--- src/rtl/core/cfae_pkg.sv ---
// shared types, character codes and the verb table for the command frame ack engine
// no dependencies; every other file but cfae_ram refers to it by scoped names
package cfae_pkg;

    localparam int NumVerbs   = 6;
    localparam int MaxVerbLen = 4;
    localparam int ReplyExtra = 6;
    localparam int ItemW      = 11;
    localparam int ItemBytesW = 16;
    localparam int ResultW    = 169;
    localparam int ResBytesW  = 176;
    localparam int CfgIdxW    = 2;

    localparam logic [7:0] ChNul   = 8'd0;
    localparam logic [7:0] ChTab   = 8'd9;
    localparam logic [7:0] ChSpace = 8'd32;
    localparam logic [7:0] ChA     = 8'h61;
    localparam logic [7:0] ChC     = 8'h63;
    localparam logic [7:0] ChK     = 8'h6b;

    // verbs, padded with nul; chnm ud sw sel sett md
    localparam logic [7:0] VerbChars [NumVerbs][MaxVerbLen] = '{
        '{8'h63, 8'h68, 8'h6e, 8'h6d},
        '{8'h75, 8'h64, 8'h00, 8'h00},
        '{8'h73, 8'h77, 8'h00, 8'h00},
        '{8'h73, 8'h65, 8'h6c, 8'h00},
        '{8'h73, 8'h65, 8'h74, 8'h74},
        '{8'h6d, 8'h64, 8'h00, 8'h00}
    };
    localparam logic [2:0] VerbLen [NumVerbs] = '{3'd4, 3'd2, 3'd2, 3'd3, 3'd4, 3'd2};

    typedef enum logic [CfgIdxW-1:0] {
        CFG_FRAME_OPEN  = 2'd0,
        CFG_FRAME_CLOSE = 2'd1,
        CFG_REPLY_OPEN  = 2'd2,
        CFG_REPLY_CLOSE = 2'd3
    } t_cfg_idx;

    typedef enum logic [3:0] {
        ST_IDLE,
        ST_STEP,
        ST_VRD,
        ST_VCHK,
        ST_RES,
        ST_HDR,
        ST_BODY,
        ST_TAIL,
        ST_TX,
        ST_TXD,
        ST_DONE
    } t_state;

    typedef struct packed {
        logic [7:0] reply_close;
        logic [7:0] reply_open;
        logic [7:0] frame_close;
        logic [7:0] frame_open;
    } t_cfg;

    typedef struct packed {
        logic       send_ready;
        logic [7:0] byte_in;
        logic       byte_valid;
        logic       overrun_seen;
    } t_item;

    typedef struct packed {
        logic [31:0] dropped_count;
        logic [31:0] overrun_count;
        logic [31:0] unknown_count;
        logic [31:0] frames_count;
        logic [31:0] bytes_count;
        logic [7:0]  send_byte;
        logic        send_valid;
    } t_result;

    function automatic logic is_delim(input logic [7:0] b);
        return (b == ChNul) || (b == ChSpace) || (b == ChTab);
    endfunction

    // verbs whose char at position pos equals b
    function automatic logic [NumVerbs-1:0] char_match(input logic [1:0] pos,
                                                       input logic [7:0] b);
        logic [NumVerbs-1:0] m;
        for (int v = 0; v < NumVerbs; v++) begin
            m[v] = (VerbChars[v][pos] == b);
        end
        return m;
    endfunction

    // a word of length wlen is known if a still matching verb has that length
    function automatic logic known_at(input logic [NumVerbs-1:0] mask,
                                      input logic [2:0] wlen);
        logic k;
        k = 1'b0;
        for (int v = 0; v < NumVerbs; v++) begin
            k = k | (mask[v] && (VerbLen[v] == wlen));
        end
        return k;
    endfunction

endpackage

--- src/rtl/core/command_frame_ack_engine.sv ---
// command frame ack engine: one result per item; an item updates frame state and counters and may
// read one ring byte, then its result enters the output register; a closing known frame first scans
// its verb a char at a time over the frame store read port, then writes the reply into the ring one
// byte a cycle; s_axis_tready is high again in the cycle after a result enters the output register
// synchronous active-low reset clears the counters, ring pointers and frame state and
// restores the default delimiters; depends on cfae_pkg, cfae_ctrl and cfae_ram
module command_frame_ack_engine #(
    parameter int FRAME_MAX  = 64,
    parameter int RING_DEPTH = 256
) (
    input  logic                              i_clk,
    input  logic                              i_rst_n,
    input  logic                              s_axis_tvalid,
    output logic                              s_axis_tready,
    // overrun_seen, byte_valid, byte_in[7:0], send_ready, zero fill
    input  logic [cfae_pkg::ItemBytesW-1:0]   s_axis_tdata,
    output logic                              m_axis_tvalid,
    input  logic                              m_axis_tready,
    // send_valid, send_byte[7:0], bytes_count, frames_count, unknown_count,
    // overrun_count, dropped_count (32 each), zero fill
    output logic [cfae_pkg::ResBytesW-1:0]    m_axis_tdata,
    input  logic                              i_cfg_we,
    input  logic [cfae_pkg::CfgIdxW-1:0]      i_cfg_index,
    input  logic [7:0]                        i_cfg_data
);

    localparam int FAW = $clog2(FRAME_MAX);
    localparam int PW  = $clog2(RING_DEPTH);

    cfae_pkg::t_cfg    r_cfg, n_cfg;
    logic              r_m_valid, n_m_valid;
    cfae_pkg::t_result r_m_data, n_m_data;

    logic              accept;
    logic              slot_free;
    logic              done;
    cfae_pkg::t_result result;
    cfae_pkg::t_item   item;

    logic           fr_we, fr_re;
    logic [FAW-1:0] fr_waddr, fr_raddr;
    logic [7:0]     fr_wdata, fr_rdata;
    logic           ring_we, ring_re;
    logic [PW-1:0]  ring_waddr, ring_raddr;
    logic [7:0]     ring_wdata, ring_rdata;

    assign item      = cfae_pkg::t_item'(s_axis_tdata[cfae_pkg::ItemW-1:0]);
    assign accept    = s_axis_tvalid && s_axis_tready;
    assign slot_free = !r_m_valid || m_axis_tready;

    always_comb begin
        n_cfg = r_cfg;
        if (i_cfg_we) begin
            case (i_cfg_index)
                cfae_pkg::CFG_FRAME_OPEN:  n_cfg.frame_open  = i_cfg_data;
                cfae_pkg::CFG_FRAME_CLOSE: n_cfg.frame_close = i_cfg_data;
                cfae_pkg::CFG_REPLY_OPEN:  n_cfg.reply_open  = i_cfg_data;
                cfae_pkg::CFG_REPLY_CLOSE: n_cfg.reply_close = i_cfg_data;
                default: n_cfg = r_cfg;
            endcase
        end
    end

    // output register holds a finished result while the next item is worked on
    always_comb begin
        n_m_data  = r_m_data;
        n_m_valid = r_m_valid;
        if (done) begin
            n_m_data  = result;
            n_m_valid = 1'b1;
        end else if (m_axis_tready) begin
            n_m_valid = 1'b0;
        end
    end

    always_ff @(posedge i_clk) begin
        if (!i_rst_n) begin
            r_cfg.frame_open  <= 8'd37;
            r_cfg.frame_close <= 8'd37;
            r_cfg.reply_open  <= 8'd36;
            r_cfg.reply_close <= 8'd94;
            r_m_valid         <= 1'b0;
        end else begin
            r_cfg     <= n_cfg;
            r_m_valid <= n_m_valid;
        end
    end

    always_ff @(posedge i_clk) begin
        r_m_data <= n_m_data;
    end

    assign m_axis_tvalid = r_m_valid;
    assign m_axis_tdata  = {{(cfae_pkg::ResBytesW - cfae_pkg::ResultW){1'b0}}, r_m_data};

    cfae_ctrl #(
        .FRAME_MAX  (FRAME_MAX),
        .RING_DEPTH (RING_DEPTH)
    ) u_ctrl (
        .i_clk        (i_clk),
        .i_rst_n      (i_rst_n),
        .i_accept     (accept),
        .i_item       (item),
        .i_cfg        (r_cfg),
        .i_slot_free  (slot_free),
        .o_ready      (s_axis_tready),
        .o_done       (done),
        .o_result     (result),
        .o_fr_we      (fr_we),
        .o_fr_waddr   (fr_waddr),
        .o_fr_wdata   (fr_wdata),
        .o_fr_re      (fr_re),
        .o_fr_raddr   (fr_raddr),
        .i_fr_rdata   (fr_rdata),
        .o_ring_we    (ring_we),
        .o_ring_waddr (ring_waddr),
        .o_ring_wdata (ring_wdata),
        .o_ring_re    (ring_re),
        .o_ring_raddr (ring_raddr),
        .i_ring_rdata (ring_rdata)
    );

    cfae_ram #(
        .DEPTH (FRAME_MAX),
        .AW    (FAW)
    ) u_frame_store (
        .i_clk   (i_clk),
        .i_we    (fr_we),
        .i_waddr (fr_waddr),
        .i_wdata (fr_wdata),
        .i_re    (fr_re),
        .i_raddr (fr_raddr),
        .o_rdata (fr_rdata)
    );

    cfae_ram #(
        .DEPTH (RING_DEPTH),
        .AW    (PW)
    ) u_reply_ring (
        .i_clk   (i_clk),
        .i_we    (ring_we),
        .i_waddr (ring_waddr),
        .i_wdata (ring_wdata),
        .i_re    (ring_re),
        .i_raddr (ring_raddr),
        .o_rdata (ring_rdata)
    );

endmodule

--- src/rtl/core/cfae_ram.sv ---
// single port write, single port read byte memory with registered read data
// used for the frame store and the reply ring; no package dependency
module cfae_ram #(
    parameter int DEPTH = 64,
    parameter int AW    = 6
) (
    input  logic          i_clk,
    input  logic          i_we,
    input  logic [AW-1:0] i_waddr,
    input  logic [7:0]    i_wdata,
    input  logic          i_re,
    input  logic [AW-1:0] i_raddr,
    output logic [7:0]    o_rdata
);

    logic [7:0] r_mem [DEPTH];
    logic [7:0] r_rdata;

    always_ff @(posedge i_clk) begin
        if (i_we) begin
            r_mem[i_waddr] <= i_wdata;
        end
    end

    always_ff @(posedge i_clk) begin
        if (i_re) begin
            r_rdata <= r_mem[i_raddr];
        end
    end

    assign o_rdata = r_rdata;

endmodule

--- src/rtl/core/cfae_ctrl.sv ---
// item sequencer: frame capture, verb match, reply copy into the ring, ring drain, counters
// depends on cfae_pkg; drives the ports of the frame store and reply ring memories
module cfae_ctrl #(
    parameter int FRAME_MAX  = 64,
    parameter int RING_DEPTH = 256,
    localparam int FAW = $clog2(FRAME_MAX),
    localparam int LW  = $clog2(FRAME_MAX + 1),
    localparam int PW  = $clog2(RING_DEPTH)
) (
    input  logic               i_clk,
    input  logic               i_rst_n,
    input  logic               i_accept,
    input  cfae_pkg::t_item    i_item,
    input  cfae_pkg::t_cfg     i_cfg,
    input  logic               i_slot_free,
    output logic               o_ready,
    output logic               o_done,
    output cfae_pkg::t_result  o_result,
    output logic               o_fr_we,
    output logic [FAW-1:0]     o_fr_waddr,
    output logic [7:0]         o_fr_wdata,
    output logic               o_fr_re,
    output logic [FAW-1:0]     o_fr_raddr,
    input  logic [7:0]         i_fr_rdata,
    output logic               o_ring_we,
    output logic [PW-1:0]      o_ring_waddr,
    output logic [7:0]         o_ring_wdata,
    output logic               o_ring_re,
    output logic [PW-1:0]      o_ring_raddr,
    input  logic [7:0]         i_ring_rdata
);

    localparam int SW = (PW + 1 > 9) ? PW + 1 : 9;

    cfae_pkg::t_state  r_state, n_state;
    cfae_pkg::t_item   r_item, n_item;
    cfae_pkg::t_result r_res, n_res;
    logic                          r_inside, n_inside;
    logic [LW-1:0]                 r_len, n_len;
    logic [PW-1:0]                 r_wr, n_wr;
    logic [PW-1:0]                 r_rd, n_rd;
    logic [2:0]                    r_k, n_k;
    logic [cfae_pkg::NumVerbs-1:0] r_mask, n_mask;
    logic                          r_known, n_known;
    logic [2:0]                    r_j, n_j;
    logic [FAW-1:0]                r_i, n_i;

    logic          eff_inside;
    logic [LW-1:0] eff_len;
    logic          step_store;
    logic [PW-1:0] wr_inc;
    logic [PW-1:0] rd_inc;
    logic [SW-1:0] space;
    logic [SW-1:0] need;
    logic          ring_has_data;
    logic          k_at_end;
    logic          body_more;

    // an overrun in the same item drops the partial frame before the byte is seen
    assign eff_inside = r_inside && !r_item.overrun_seen;
    assign eff_len    = r_item.overrun_seen ? '0 : r_len;
    assign step_store = r_item.byte_valid && eff_inside
                        && (r_item.byte_in != i_cfg.frame_close)
                        && (eff_len < LW'(FRAME_MAX));

    assign wr_inc = (r_wr == PW'(RING_DEPTH - 1)) ? '0 : r_wr + PW'(1);
    assign rd_inc = (r_rd == PW'(RING_DEPTH - 1)) ? '0 : r_rd + PW'(1);
    assign space  = (r_rd > r_wr) ? SW'(r_rd) - SW'(r_wr) - SW'(1)
                                  : SW'(r_rd) + SW'(RING_DEPTH) - SW'(r_wr) - SW'(1);
    assign need   = SW'(r_len) + SW'(cfae_pkg::ReplyExtra);
    assign ring_has_data = (r_rd != r_wr);
    assign k_at_end      = (LW'(r_k) == r_len);
    assign body_more     = ((LW'(r_i) + LW'(1)) < r_len);

    always_ff @(posedge i_clk) begin
        if (!i_rst_n) begin
            r_state  <= cfae_pkg::ST_IDLE;
            r_inside <= 1'b0;
            r_len    <= '0;
            r_wr     <= '0;
            r_rd     <= '0;
            r_res    <= '0;
        end else begin
            r_state  <= n_state;
            r_inside <= n_inside;
            r_len    <= n_len;
            r_wr     <= n_wr;
            r_rd     <= n_rd;
            r_res    <= n_res;
        end
    end

    always_ff @(posedge i_clk) begin
        r_item  <= n_item;
        r_k     <= n_k;
        r_mask  <= n_mask;
        r_known <= n_known;
        r_j     <= n_j;
        r_i     <= n_i;
    end

    // next state and datapath
    always_comb begin
        n_state  = r_state;
        n_item   = r_item;
        n_res    = r_res;
        n_inside = r_inside;
        n_len    = r_len;
        n_wr     = r_wr;
        n_rd     = r_rd;
        n_k      = r_k;
        n_mask   = r_mask;
        n_known  = r_known;
        n_j      = r_j;
        n_i      = r_i;
        case (r_state)
            cfae_pkg::ST_IDLE: begin
                if (i_accept) begin
                    n_item  = i_item;
                    n_state = cfae_pkg::ST_STEP;
                end
            end
            cfae_pkg::ST_STEP: begin
                n_state = cfae_pkg::ST_TX;
                if (r_item.overrun_seen) begin
                    n_res.overrun_count = r_res.overrun_count + 32'd1;
                    n_inside = 1'b0;
                    n_len    = '0;
                end
                if (r_item.byte_valid) begin
                    n_res.bytes_count = r_res.bytes_count + 32'd1;
                    if (!eff_inside) begin
                        if (r_item.byte_in == i_cfg.frame_open) begin
                            n_inside = 1'b1;
                            n_len    = '0;
                        end
                    end else if (r_item.byte_in == i_cfg.frame_close) begin
                        n_inside = 1'b0;
                        if (eff_len != '0) begin
                            n_k     = 3'd0;
                            n_mask  = '1;
                            n_state = cfae_pkg::ST_VRD;
                        end
                    end else if (!step_store) begin
                        // frame too long: abandon and wait for a new open char
                        n_inside = 1'b0;
                        n_len    = '0;
                    end else begin
                        n_len = eff_len + LW'(1);
                    end
                end
            end
            cfae_pkg::ST_VRD: begin
                if (k_at_end) begin
                    n_known = cfae_pkg::known_at(r_mask, r_k);
                    n_state = cfae_pkg::ST_RES;
                end else begin
                    n_state = cfae_pkg::ST_VCHK;
                end
            end
            cfae_pkg::ST_VCHK: begin
                if (cfae_pkg::is_delim(i_fr_rdata)) begin
                    n_known = cfae_pkg::known_at(r_mask, r_k);
                    n_state = cfae_pkg::ST_RES;
                end else if (r_k == 3'(cfae_pkg::MaxVerbLen)) begin
                    // word longer than any verb
                    n_known = 1'b0;
                    n_state = cfae_pkg::ST_RES;
                end else begin
                    n_mask  = r_mask & cfae_pkg::char_match(r_k[1:0], i_fr_rdata);
                    n_k     = r_k + 3'd1;
                    n_state = cfae_pkg::ST_VRD;
                end
            end
            cfae_pkg::ST_RES: begin
                n_state = cfae_pkg::ST_TX;
                if (!r_known) begin
                    n_res.unknown_count = r_res.unknown_count + 32'd1;
                end else begin
                    n_res.frames_count = r_res.frames_count + 32'd1;
                    if (need > space) begin
                        n_res.dropped_count = r_res.dropped_count + 32'd1;
                    end else begin
                        n_j     = 3'd0;
                        n_state = cfae_pkg::ST_HDR;
                    end
                end
            end
            cfae_pkg::ST_HDR: begin
                n_wr = wr_inc;
                if (r_j == 3'd4) begin
                    n_i     = '0;
                    n_state = cfae_pkg::ST_BODY;
                end else begin
                    n_j = r_j + 3'd1;
                end
            end
            cfae_pkg::ST_BODY: begin
                n_wr = wr_inc;
                if (body_more) begin
                    n_i = r_i + FAW'(1);
                end else begin
                    n_state = cfae_pkg::ST_TAIL;
                end
            end
            cfae_pkg::ST_TAIL: begin
                n_wr    = wr_inc;
                n_state = cfae_pkg::ST_TX;
            end
            cfae_pkg::ST_TX: begin
                if (r_item.send_ready && ring_has_data) begin
                    n_rd    = rd_inc;
                    n_state = cfae_pkg::ST_TXD;
                end else begin
                    n_res.send_valid = 1'b0;
                    n_res.send_byte  = 8'd0;
                    n_state          = cfae_pkg::ST_DONE;
                end
            end
            cfae_pkg::ST_TXD: begin
                n_res.send_valid = 1'b1;
                n_res.send_byte  = i_ring_rdata;
                n_state          = cfae_pkg::ST_DONE;
            end
            cfae_pkg::ST_DONE: begin
                if (i_slot_free) begin
                    n_state = cfae_pkg::ST_IDLE;
                end
            end
            default: begin
                n_state = cfae_pkg::ST_IDLE;
            end
        endcase
    end

    // memory ports and handshake
    always_comb begin
        o_ready      = (r_state == cfae_pkg::ST_IDLE);
        o_done       = (r_state == cfae_pkg::ST_DONE) && i_slot_free;
        o_fr_we      = (r_state == cfae_pkg::ST_STEP) && step_store;
        o_fr_waddr   = FAW'(eff_len);
        o_fr_wdata   = r_item.byte_in;
        o_fr_re      = 1'b0;
        o_fr_raddr   = '0;
        o_ring_we    = 1'b0;
        o_ring_waddr = r_wr;
        o_ring_wdata = i_cfg.reply_close;
        o_ring_re    = 1'b0;
        o_ring_raddr = r_rd;
        case (r_state)
            cfae_pkg::ST_VRD: begin
                o_fr_re    = !k_at_end;
                o_fr_raddr = FAW'(r_k);
            end
            cfae_pkg::ST_HDR: begin
                o_ring_we = 1'b1;
                // fetch the first frame byte while the last header byte goes out
                o_fr_re   = (r_j == 3'd4);
                case (r_j)
                    3'd0:    o_ring_wdata = i_cfg.reply_open;
                    3'd1:    o_ring_wdata = cfae_pkg::ChA;
                    3'd2:    o_ring_wdata = cfae_pkg::ChC;
                    3'd3:    o_ring_wdata = cfae_pkg::ChK;
                    default: o_ring_wdata = cfae_pkg::ChSpace;
                endcase
            end
            cfae_pkg::ST_BODY: begin
                o_ring_we    = 1'b1;
                o_ring_wdata = i_fr_rdata;
                o_fr_re      = body_more;
                o_fr_raddr   = r_i + FAW'(1);
            end
            cfae_pkg::ST_TAIL: begin
                o_ring_we = 1'b1;
            end
            cfae_pkg::ST_TX: begin
                o_ring_re = r_item.send_ready && ring_has_data;
            end
            default: begin
            end
        endcase
    end

    assign o_result = r_res;

endmodule

--- config.mk ---
export PLATFORM = sky130hd
export DESIGN_NAME = command_frame_ack_engine
export DESIGN_NICKNAME = d
export VERILOG_FILES = /design/src/rtl/core/cfae_pkg.sv /design/src/rtl/core/command_frame_ack_engine.sv /design/src/rtl/core/cfae_ram.sv /design/src/rtl/core/cfae_ctrl.sv
export SDC_FILE = /design/constraint.sdc
export NUM_CORES = 2
export LEC_CHECK = 0
export ABC_AREA = 1
export BUFFER_PORTS_ARGS = -buffer_cell sky130_fd_sc_hd__buf_4
export CAP_MARGIN = 20
export CELL_PAD_IN_SITES_DETAIL_PLACEMENT = 0
export CELL_PAD_IN_SITES_GLOBAL_PLACEMENT = 1
export CORE_ASPECT_RATIO = 1.4
export CORE_MARGIN = 2
export CORE_UTILIZATION = 30
export CTS_CLUSTER_DIAMETER = 30
export DETAILED_ROUTE_END_ITERATION = 16
export GPL_TIMING_DRIVEN = 0
export PLACE_DENSITY_LB_ADDON = 0.1
export SYNTH_ARGS = -nofsm -noshare
export SYNTH_HDL_FRONTEND = slang
export SYNTH_SLANG_ARGS = --single-unit
--- constraint.sdc ---
create_clock -name i_clk -period 10.7 [get_ports i_clk]
set_clock_uncertainty 0.15 [all_clocks]
set_input_delay 0.535 -clock i_clk [delete_from_list [all_inputs] [get_ports i_clk]]
set_output_delay 0.535 -clock i_clk [all_outputs]
set_load 0.01 [all_outputs]
==> flow_summary.ini <==
[status]
outcome = finished, final reports clean

[logic_synthesis]
syn_avg_cell_area_um2 = 11.1
netlist_area_um2 = 126000
syn-instance-count = 11291
synth_top_area_frac = 0.664
ys_ff_latch = 3005
ys.flop_type = edfxtp_1
yosys_warnings = 0
ys_types = 52
synthTopCellsByArea = edfxtp_1 (66%), nor2_1 (6.9%), nand2_1 (4.9%)
yosysSeqAreaShare = 0.701
synth.most_common_cell = edfxtp_1
synthTopCellsByCount = edfxtp_1 (2775), nor2_1 (2307), nand2_1 (1650), o21ai_0 (1007), nand3_1 (928)
async_flop_share = 0
synth_edf_count = 2775
synth_top_area_cell = edfxtp_1

[power_and_ir_drop]
total_power_w = 0.0353
p_int_w = 0.0264
combPwrFrac = 0.082
power.leakage_nw = 56.7
p_seq_frac = 0.380
cellPowerDensity_nw_per_um2 = 221
power_switching_w = 0.00885
netSwitchingFraction = 0.251
ir_drop_mv = 0.154
clock_power_share = 0.538

[clock_tree]
cts_tree = done
clock_path_buffers = 4
cts_buffers = 590
ctsResizeCount = 0
clk_pin_slew_ns = 0.05
clock_latency_ns = 0.98
cts-root-buf = clkbuf_16
cts_max_level = 6
cts_sinks = 3005

[cells_and_area]
drive_gt1_frac = 0.145
fin_nets = 12540
synthToLayoutAreaGrowth_pct = 27.1
n_fill_cell = 40817
stdcell_count = 18499
utilization = 0.382
multiInputGateArea_um2 = 32700
seqCellArea_um2 = 87900

[floorplanning]
die-height_um = 769
num_rows = 281
fp.dieW_um = 551
start_util = 0.301
ios = 209
core_region_area_um2 = 417000
dieArea_um2 = 424000

[routing]
drtIter0Drc = 11518
vias = 97592
ant_nets = 0
vias_per_cell = 5.28
first_pass_iters = 10
drc = 0
wire_per_inst_um = 33.7
drt-total-wl_mm = 624

[sta]
period_minus_slack_ns = 7.06
tns_ns = 0
max_freq_ghz = 0.142
finalCritPeriodShare = 0.659
rsz0062_at_grt = false
hold_viol_final = 0
relSlewSlack = 0.118
slew_violations = 0
setup_viol = 0
worst_pin_slew_ns = 1.32

[worst_hold_path]
hold_path.class = in2reg

[critical_path]
critical_path_class = reg2reg
critPathSlowestCell = clkbuf_1
path_common_cell = nand2_1
endpoint_kind = flip-flop
crit_required_ns = 11.35
crit_family = buffers and inverters
slowest_delay_ns = 0.90
arrival_ns = 7.71
cp-start-kind = flip-flop
cp_cell_sequence = inv_2 -> clkbuf_1 -> buf_2 -> buf_2 -> fa_1 -> o21ai_1 -> nand3_1 -> nand2_1 -> xnor2_1 -> ha_1 -> and3_1 -> and3_1 -> a21oi_1 -> nand2_1 -> nor2_1 -> nand2_1 -> clkbuf_1 -> nand2_1 -> a21oi_1
worstPathMaxFanout = 10
critPathBufInv = 5

[placement]
placedCellCount = 17340
place_congestion = 0.951
port_buffers = 196
dp_hpwl_mm = 463

[global_routing]
grt_pass1_vias = 94177
grt_pass1_wl_mm = 824
grt_util_all_layers = 0.287
grt_max_degree = 69
antenna_found_initial = 75
overflow = 0

[flow_run]
drv_cap = 0
-- area by class of cell --
type | count | area share
Inverter | 560 | 0.0132
Sequential cell | 3005 | 0.551
Clock inverter | 389 | 0.0297
Buffer | 650 | 0.0188
Clock buffer | 679 | 0.0969
Antenna cell | 44 | 0.000690
Timing Repair Buffer | 572 | 0.0414
Multi-Input combinational cell | 7082 | 0.205
Tap cell | 5518 | 0.0433
-- worst paths after layout --
kind                                             from  depth (start not counted)  slack, ns                           endpoint
setup / recovery  u_ctrl.o_ring_raddr[1]$_SDFFE_PN0P_                         19       3.64  u_ctrl.o_result[157]$_SDFFE_PN0P_
hold / removal                          s_axis_tvalid                          7       0.14     u_ctrl.r_state[1]$_SDFFE_PN0P_
setup reg to reg  u_ctrl.o_ring_raddr[1]$_SDFFE_PN0P_                         19       3.64  u_ctrl.o_result[157]$_SDFFE_PN0P_
hold reg to reg     u_ctrl.o_result[157]$_SDFFE_PN0P_                          0       0.28        m_axis_tdata[157]$_DFFE_PP_
-- logic make-up (layout without fill, tap and decap cells) --
family,after synthesis,in the layout,synth area share
and+or+nand+nor,5208,5208,0.172
DFF,3005,3005,0.701
AOI/OAI and AO/OA,1716,1716,0.0746
buffers and inverters,1210,2850,0.0404
xor gates and xnor gates,103,103,0.00719
adders and majority gates,48,48,0.00484
other,1,51,0.0000299
-- tightest hold or removal path, delay by kind of cell --
| family | cells | cell delay (ns) |
|---|---|---|
| compound gates | 1 | 0.06 |
| buf+inv | 3 | 0.33 |
| simple gates | 3 | 0.29 |
-- power by group through the flow --
stage	Combinational (W)	Clock, W	Sequential [W]
finish	0.00288	0.0190	0.0134
global route	0.00306	0.0197	0.0134
CTS	0.00289	0.0191	0.0134
detailed placement	0.00287	0	0.0136
global placement	0.00218	0	0.0144
floorplan	0.00110	0	0.0139
-- per-layer routing --
metal / global-route usage / routed length (µm) / part of all wire / vias up
met4: 0.170 / 42100 / 0.067 / 14
met1: 0.351 / 243000 / 0.39 / 49540
met2: 0.474 / 295000 / 0.47 / 4761
li1: - / - / - / 42030
met5: 0 / 92 / 0.00015 / -
met3: 0.0485 / 43600 / 0.070 / 1247
-- cells in the final DEF, fill, tap and decap left out, types with 52 or more instances in the layout --
cell       instances
edfxtp_1        2775
nor2_1          2272
nand2_1         1650
o21ai_0         1007
nand3_1          928
clkbuf_16        605
inv_1            534
buf_4            364
clkbuf_1         332
a21oi_1          276
o211ai_1         245
dfxtp_1          230
buf_2            228
nand3b_1         114
o21ai_1          103
nor3_1            86
buf_6             82
buf_1             81
clkinv_2          80
clkinv_1          79
bufinv_16         77
buf_8             73
inv_6             60
nand4_1           56
xor2_1            52
-- timing repair --
item	CTS	global route
hold buffers	28	0
buffers inserted	0	0
hold endpoints to repair	44	0
-- state kept, by name, summed over array words and instances, names as in the netlist, 7 cells and up --
register               cells
u_ctrl.o_fr_wdata          8
u_ctrl.o_result          169
u_ctrl.o_ring_waddr        8
r_cfg                     32
m_axis_tdata             169
u_reply_ring.r_mem      2048
u_frame_store.r_mem      512
u_reply_ring.o_rdata       8
u_ctrl.r_len               7
u_frame_store.o_rdata      8
u_ctrl.o_ring_raddr        8
-- per-stage QoR --
step	area, µm²	hold WS (ns)	setup WS [ns]
after floorplan	126000	0.256	0.686
after global placement	134000	0.263	-13.71
after detailed placement	139000	0.268	3.66
after CTS	159000	0.0794	3.63
after global routing	159000	0.150	3.53
final	160000	0.145	3.64
Note: power is estimated with default switching activity, not from simulation.
